$ cat src/rtl/mpq_pkg.sv
`timescale 1ns / 1ps
// Package for the max priority queue: field widths, operation and status codes,
// and the entry and cell control types. No dependencies.
package mpq_pkg;

    localparam int DefaultDepth = 8;
    localparam int DataWidth    = 32;
    localparam int OpWidth      = 2;
    localparam int StatusWidth  = 2;
    localparam int FillWidth    = 4;

    typedef logic [OpWidth-1:0]     t_op;
    typedef logic [StatusWidth-1:0] t_status;

    localparam t_op OP_ENQUEUE = 2'd0;
    localparam t_op OP_DEQUEUE = 2'd1;
    localparam t_op OP_PEEK    = 2'd2;

    localparam t_status ST_OK        = 2'd0;
    localparam t_status ST_OVERFLOW  = 2'd1;
    localparam t_status ST_UNDERFLOW = 2'd2;

    typedef struct packed {
        logic signed [DataWidth-1:0] value;
        logic signed [DataWidth-1:0] prio;
    } t_entry;

    typedef struct packed {
        logic insert;
        logic remove;
    } t_cell_ctl;

endpackage

$ cat src/rtl/mpq_req_if.sv
`timescale 1ns / 1ps
// Request channel of the max priority queue: valid/ready plus the request fields.
// Depends on mpq_pkg.
interface mpq_req_if import mpq_pkg::*; ();
    logic                        valid;
    logic                        ready;
    logic [OpWidth-1:0]          operation;
    logic signed [DataWidth-1:0] item_value;
    logic signed [DataWidth-1:0] item_priority;

    modport source (output valid, operation, item_value, item_priority, input ready);
    modport sink   (input valid, operation, item_value, item_priority, output ready);
endinterface

$ cat src/rtl/mpq_rsp_if.sv
`timescale 1ns / 1ps
// Response channel of the max priority queue: valid/ready plus the result fields.
// Depends on mpq_pkg.
interface mpq_rsp_if import mpq_pkg::*; ();
    logic                        valid;
    logic                        ready;
    logic [StatusWidth-1:0]      status;
    logic signed [DataWidth-1:0] out_value;
    logic signed [DataWidth-1:0] out_priority;
    logic [FillWidth-1:0]        fill_level;

    modport source (output valid, status, out_value, out_priority, fill_level, input ready);
    modport sink   (input valid, status, out_value, out_priority, fill_level, output ready);
endinterface

$ cat src/rtl/max_priority_queue.sv
`timescale 1ns / 1ps
// Max priority queue built as a sorted chain of cells, top entry in cell 0.
// Result: registered in the cycle after the request is accepted.
// Throughput: one request per cycle unless a result stalls; each cell does one compare and one move a cycle.
// Reset: synchronous, active low; empties the queue and drops any pending result.
// Depends on mpq_pkg, mpq_req_if, mpq_rsp_if and mpq_cell.
module max_priority_queue import mpq_pkg::*; #(
    parameter int QUEUE_DEPTH = DefaultDepth
) (
    input  logic       i_clk,
    input  logic       i_rst_n,
    mpq_req_if.sink    i_req,
    mpq_rsp_if.source  o_rsp
);

    localparam int CW = $clog2(QUEUE_DEPTH + 1);

    logic [CW-1:0]         r_count;
    logic [CW-1:0]         n_count;
    logic                  r_rsp_valid;
    t_status               r_status;
    t_status               n_status;
    logic signed [DataWidth-1:0] r_value;
    logic signed [DataWidth-1:0] r_prio;
    logic signed [DataWidth-1:0] n_value;
    logic signed [DataWidth-1:0] n_prio;

    logic      accept;
    logic      full;
    logic      empty;
    t_cell_ctl ctl;
    t_entry    new_entry;
    t_entry    cell_entry [QUEUE_DEPTH];
    logic      cell_keep  [QUEUE_DEPTH];

    assign i_req.ready = !r_rsp_valid || o_rsp.ready;
    assign accept      = i_req.valid && i_req.ready;
    assign full        = (r_count == CW'(QUEUE_DEPTH));
    assign empty       = (r_count == '0);

    assign new_entry.value = i_req.item_value;
    assign new_entry.prio  = i_req.item_priority;

    always_comb begin
        ctl      = '0;
        n_count  = r_count;
        n_status = ST_OK;
        n_value  = '0;
        n_prio   = '0;
        case (i_req.operation) inside
            OP_ENQUEUE: begin
                if (full) begin
                    n_status = ST_OVERFLOW;
                end else begin
                    ctl.insert = accept;
                    n_count    = r_count + 1'b1;
                end
            end
            OP_DEQUEUE, OP_PEEK: begin
                if (empty) begin
                    n_status = ST_UNDERFLOW;
                end else begin
                    n_value = cell_entry[0].value;
                    n_prio  = cell_entry[0].prio;
                    if (i_req.operation == OP_DEQUEUE) begin
                        ctl.remove = accept;
                        n_count    = r_count - 1'b1;
                    end
                end
            end
            default: begin
                n_status = ST_OK;
            end
        endcase
    end

    for (genvar g = 0; g < QUEUE_DEPTH; g++) begin : g_cell
        t_entry left_entry;
        t_entry right_entry;
        logic   left_keep;

        if (g == 0) begin : g_head
            assign left_entry = new_entry;
            assign left_keep  = 1'b1;
        end else begin : g_body
            assign left_entry = cell_entry[g-1];
            assign left_keep  = cell_keep[g-1];
        end

        if (g == QUEUE_DEPTH - 1) begin : g_tail
            assign right_entry = cell_entry[g];
        end else begin : g_mid
            assign right_entry = cell_entry[g+1];
        end

        mpq_cell u_cell (
            .i_clk       (i_clk),
            .i_ctl       (ctl),
            .i_occupied  (CW'(g) < r_count),
            .i_left_keep (left_keep),
            .i_new       (new_entry),
            .i_left      (left_entry),
            .i_right     (right_entry),
            .o_entry     (cell_entry[g]),
            .o_keep      (cell_keep[g])
        );
    end

    always_ff @(posedge i_clk) begin
        if (!i_rst_n) begin
            r_count     <= '0;
            r_rsp_valid <= 1'b0;
        end else begin
            if (accept) begin
                r_count     <= n_count;
                r_rsp_valid <= 1'b1;
            end else if (o_rsp.ready) begin
                r_rsp_valid <= 1'b0;
            end
        end
    end

    always_ff @(posedge i_clk) begin
        if (accept) begin
            r_status <= n_status;
            r_value  <= n_value;
            r_prio   <= n_prio;
        end
    end

    assign o_rsp.valid        = r_rsp_valid;
    assign o_rsp.status       = r_status;
    assign o_rsp.out_value    = r_value;
    assign o_rsp.out_priority = r_prio;
    assign o_rsp.fill_level   = FillWidth'(r_count);

endmodule

$ cat src/rtl/mpq_cell.sv
`timescale 1ns / 1ps
// One cell of the sorted chain: holds one entry, compares it with the incoming item,
// and takes its own, the left, the right or the new entry. Depends on mpq_pkg.
module mpq_cell import mpq_pkg::*; (
    input  logic      i_clk,
    input  t_cell_ctl i_ctl,
    input  logic      i_occupied,
    input  logic      i_left_keep,
    input  t_entry    i_new,
    input  t_entry    i_left,
    input  t_entry    i_right,
    output t_entry    o_entry,
    output logic      o_keep
);

    t_entry r_entry;
    t_entry n_entry;

    // keep place when own priority is at least the new one (earlier item wins ties)
    assign o_keep  = i_occupied && ($signed(r_entry.prio) >= $signed(i_new.prio));
    assign o_entry = r_entry;

    always_comb begin
        n_entry = r_entry;
        if (i_ctl.remove) begin
            n_entry = i_right;
        end else if (i_ctl.insert && !o_keep) begin
            n_entry = i_left_keep ? i_new : i_left;
        end
    end

    always_ff @(posedge i_clk) begin
        r_entry <= n_entry;
    end

endmodule

$ cat src/flat_wrapper.sv
// flat-port wrapper written by rule: the top's interface ports become plain ports
module max_priority_queue_flat import mpq_pkg::*;
#(
    parameter int QUEUE_DEPTH = DefaultDepth
)
  (i_clk, i_rst_n, i_req_valid, i_req_operation, i_req_item_value, i_req_item_priority, i_req_ready, o_rsp_valid, o_rsp_status, o_rsp_out_value, o_rsp_out_priority, o_rsp_fill_level, o_rsp_ready);
  mpq_req_if i_req_i ();
  mpq_rsp_if o_rsp_i ();
  input  logic i_clk;
  input  logic i_rst_n;
  input wire logic [$bits(i_req_i.valid)-1:0] i_req_valid;
  input wire logic [$bits(i_req_i.operation)-1:0] i_req_operation;
  input wire logic [$bits(i_req_i.item_value)-1:0] i_req_item_value;
  input wire logic [$bits(i_req_i.item_priority)-1:0] i_req_item_priority;
  output wire logic [$bits(i_req_i.ready)-1:0] i_req_ready;
  output wire logic [$bits(o_rsp_i.valid)-1:0] o_rsp_valid;
  output wire logic [$bits(o_rsp_i.status)-1:0] o_rsp_status;
  output wire logic [$bits(o_rsp_i.out_value)-1:0] o_rsp_out_value;
  output wire logic [$bits(o_rsp_i.out_priority)-1:0] o_rsp_out_priority;
  output wire logic [$bits(o_rsp_i.fill_level)-1:0] o_rsp_fill_level;
  input wire logic [$bits(o_rsp_i.ready)-1:0] o_rsp_ready;
  assign i_req_i.valid = i_req_valid;
  assign i_req_i.operation = i_req_operation;
  assign i_req_i.item_value = i_req_item_value;
  assign i_req_i.item_priority = i_req_item_priority;
  assign i_req_ready = i_req_i.ready;
  assign o_rsp_valid = o_rsp_i.valid;
  assign o_rsp_status = o_rsp_i.status;
  assign o_rsp_out_value = o_rsp_i.out_value;
  assign o_rsp_out_priority = o_rsp_i.out_priority;
  assign o_rsp_fill_level = o_rsp_i.fill_level;
  assign o_rsp_i.ready = o_rsp_ready;
  max_priority_queue #(.QUEUE_DEPTH(QUEUE_DEPTH)) u_core (.i_clk(i_clk), .i_rst_n(i_rst_n), .i_req(i_req_i), .o_rsp(o_rsp_i));
endmodule
$ cat config.mk
export PLATFORM = sky130hd
export DESIGN_NAME = max_priority_queue_flat
export DESIGN_NICKNAME = d
export VERILOG_FILES = /design/src/rtl/mpq_pkg.sv /design/src/rtl/mpq_req_if.sv /design/src/rtl/mpq_rsp_if.sv /design/src/rtl/max_priority_queue.sv /design/src/rtl/mpq_cell.sv /design/src/flat_wrapper.sv
export SDC_FILE = /design/constraint.sdc
export NUM_CORES = 1
export LEC_CHECK = 0
export BUFFER_PORTS_ARGS = -buffer_cell sky130_fd_sc_hd__buf_2
export CAP_MARGIN = 20
export CORE_MARGIN = 5
export CORE_UTILIZATION = 30
export DETAILED_ROUTE_END_ITERATION = 8
export GPL_ROUTABILITY_DRIVEN = 0
export PLACE_DENSITY_LB_ADDON = 0.1
export SYNTH_ARGS = -nofsm -noshare
export SYNTH_HDL_FRONTEND = slang
export SYNTH_SLANG_ARGS = --single-unit
export TNS_END_PERCENT = 1
$ cat constraint.sdc
create_clock -name i_clk -period 10.1 [get_ports i_clk]
set_clock_uncertainty 0.05 [all_clocks]
set_input_delay 2.02 -clock i_clk [delete_from_list [all_inputs] [get_ports i_clk]]
set_output_delay 2.02 -clock i_clk [all_outputs]
set_load 0.01 [all_outputs]
==> results.md <==
- Max clock buf depth: 3
- Worst reg2reg path endpoint: u_core.g_cell[4].u_cell.o_entry[20]
- Worst slew margin: 0.245
- CP Data Arrival Time: 6.40 ns
- Mapped cell area: 34000 um^2
- Commonest non-fill, non-tap cell in the layout: edfxtp_1
- Fillers: approximately 11000
- Status: finished clean
- Max incr delay on CP: 0.74 ns
- Critical-path top delay cell: buf_4
- Post-synth EDFFs: a little under 600
- Resize count post-CTS: 0
- Die area: 120000 um^2
- Clock Tree Root: clkbuf_16
- Initial antenna violation count: 14
- Core Area: 113000 um^2
- Least-Margin Pin Slew: 1.13 ns
- Synth warn: 0
- FP Rows: between 100 and 150
- CP required: 10.31 ns
- First-pass DRT Iterations: 9
- Setup TNS Final: 0 ns
- Power, Total: 6.50 mW
- Leakage: 16.5 nW
- Die Wd: 347 um
- Startpoint Class: input port
- CP cell instances: buf_2 -> inv_1 -> ha_1 -> a21o_1 -> a21o_1 -> a221oi_1 -> o211ai_1 -> nor4b_1 -> o211ai_1 -> buf_4 -> a41o_4 -> buf_4
- Post-Synthesis Cells: 2933
- Worst Setup End Kind: register
- Post-CTS setup buffers: 0
- Fin Hold WS: ~0.5 ns
- All-layer global routing usage: 0.203
- Hold Crit Class: reg2reg
- Pin count of the biggest net entering global routing: around 270
- Crit Path Class: in2reg
- Detailed Place HPWL: 77900 um
- Final-report hold violation count: 0
- Layout cell share with drive strength beyond 1: 0.125
- Routed wire length: 127000 um
- RSZ-0062 raised after global routing: false
- Hold buffers post-CTS: 0
- Via density: roughly 5.5
- DR DRC count: 0
- Post-synthesis net count: 3265
- Initial core utilization: 0.302
- Seq/Total Area, Yosys: 0.513
- Vias: 25200
- Power per cell area: 168 nW/um^2
- Asr flop ratio synth: 0
- Min-Delay Path Depth: 2
- VDD IR max: 0.000130 V
- Max-cap violations: 0
- Layout net count: ~3300
- Vias in the first global route: 25600
- Post-Place Cells: 4413
- Chip height: 347 um
- Clk_lat worst skew: 0.65 ns
- Dominant register cell in the synthesized netlist: edfxtp_1
- CTS Buf Count: 76
- CTS tree: built
- Port Buffers: 141
- Hold Crit Start: u_core.o_rsp.valid
- Initial DRC count: 2439
- R2r worst-path depth: 10
- Slew Viols, Final: 0
- Grt total ovfl: 0
- CP max FO: 38
- I/O pin total: 142
- Post-Layout Cell Count: 4553
- Final Cycle Share: 0.613
- Clock-pin slew on the worst setup and hold paths: 0.06 ns
- Post-layout minimum cycle time: between 6 and 7 ns
- Wire length per cell: 27.9 um
- Global-route wire length before repair: 184000 um
- Routed Antenna Nets: 0
- Avg Cell Area, Syn: 11.6 um^2
- CTS Sinks: 583
- H-tree level count: 3
- Reg2Reg Setup Slack: 5.17 ns
- Commonest cells after routing, fill and taps aside: 578 x edfxtp_1, 339 x a21oi_1, 261 x ha_1, 256 x mux2i_1, 240 x nor2_1
- Min-Delay Endpoint: u_core.o_rsp.valid
- FF-to-FF Start: u_core.g_cell[4].u_cell.o_entry[13]
- Area Growth Syn to Fin: 13.4%
- Synth Register Bits: between 500 and 600
- Cell variety after synth: 64
- Peak Freq: 161 MHz
- Final setup viols: 0
-- critical path: cells and delay by family --
kind	cells	cell delay, ns
buffers and inverters	4	1.88
adder cells (fa/ha/maj)	1	0.32
AND/OR/NAND/NOR	1	0.22
AO/OA/AOI/OAI	6	1.79
-- stage by stage --
step           cell area, um^2  worst slack, ns  utilization
2_1_floorplan            34000            0.711            -
3_3_place_gp             36200             3.15        0.321
3_5_place_dp             36200             3.17        0.321
4_1_cts                  38600             3.86        0.342
5_1_grt                  38600             3.71        0.343
6_report                 38600             3.91        0.343
-- kinds of logic (layout without fill, tap and decap cells) --
kind of cell,after synthesis,after routing,share of synthesized area
adder cells (fa/ha/maj),262,262,0.0963
other,0,4,0
buffers and inverters,260,376,0.0349
AND/OR/NAND/NOR,748,748,0.108
XOR/XNOR,5,5,0.00129
multiplexers,321,321,0.0968
AO/OA/AOI/OAI,754,754,0.149
flip-flops,583,583,0.513
-- power breakdown --
part	leakage (nW)	internal, mW	switching [mW]
sequential	5.40	2.83	0.0841
clock	1.15	1.53	1.14
combinational	9.93	0.333	0.589
total	16.5	4.68	1.81
-- layout make-up --
cell class              count  area, um^2  area share
inverters                  58         221     0.00574
flip-flops and latches    583       17500       0.452
multi-input cells        2090       15600       0.404
diodes                      4        10.0    0.000259
clock buffers              99        2070      0.0537
repair buffers            182        1060      0.0274
well taps                1500        1880      0.0486
clock inverters            37         307     0.00794
-- flip-flops by register name, indices dropped and copies added, names as in the netlist --
signal,flops
u_core.o_rsp.status,2
u_core.o_rsp.out_priority,32
u_core.o_rsp.valid,1
u_core.o_rsp.fill_level,4
u_core.o_rsp.out_value,32
u_core.g_cell.u_cell.o_entry,512
-- cells in the mapped netlist (5+ instances only) --
master | count | area, um^2
a21o_1 | 137 | 1030
nor2b_1 | 7 | 43.8
or3_1 | 6 | 37.5
a21oi_1 | 339 | 1700
and3_1 | 195 | 1220
nand3_1 | 12 | 60.1
mux2_2 | 64 | 721
inv_1 | 58 | 218
o211ai_1 | 8 | 60.1
nand4_1 | 52 | 325
buf_4 | 14 | 105
buf_1 | 9 | 33.8
nor3_1 | 8 | 40.0
buf_6 | 15 | 169
mux2i_1 | 257 | 2570
a22oi_1 | 64 | 480
a211oi_1 | 6 | 45.0
ha_1 | 262 | 3280
o21ai_1 | 5 | 25.0
dfxtp_1 | 5 | 100
clkbuf_1 | 126 | 473
and2_1 | 37 | 231
nand2b_1 | 7 | 43.8
buf_2 | 34 | 170
nor2_1 | 240 | 901
nand2_1 | 162 | 608
a221o_1 | 128 | 1280
o21ai_0 | 29 | 145
edfxtp_1 | 578 | 17400
-- worst max-delay path by stage --
stage	endpoint	depth (start not counted)	start
after floorplan	u_core.g_cell[0].u_cell.o_entry[0]	5	o_rsp_ready
after global routing	u_core.g_cell[4].u_cell.o_entry[20]	12	i_req_item_priority[13]
after detailed placement	u_core.g_cell[4].u_cell.o_entry[20]	12	i_req_item_priority[13]
final	u_core.g_cell[4].u_cell.o_entry[20]	12	i_req_item_priority[13]
after CTS	u_core.g_cell[4].u_cell.o_entry[20]	12	i_req_item_priority[13]
after global placement	u_core.g_cell[4].u_cell.o_entry[22]	12	i_req_item_priority[13]
-- routing by layer --
metal  up-vias  track usage  wire length (um)
li1      11500            -                 -
met3       148       0.0330              7290
met2       838        0.332             59000
met1     12800        0.284             58600
met5         -            0                27
met4         4       0.0444              2150
(Power assumes the default switching activity.)
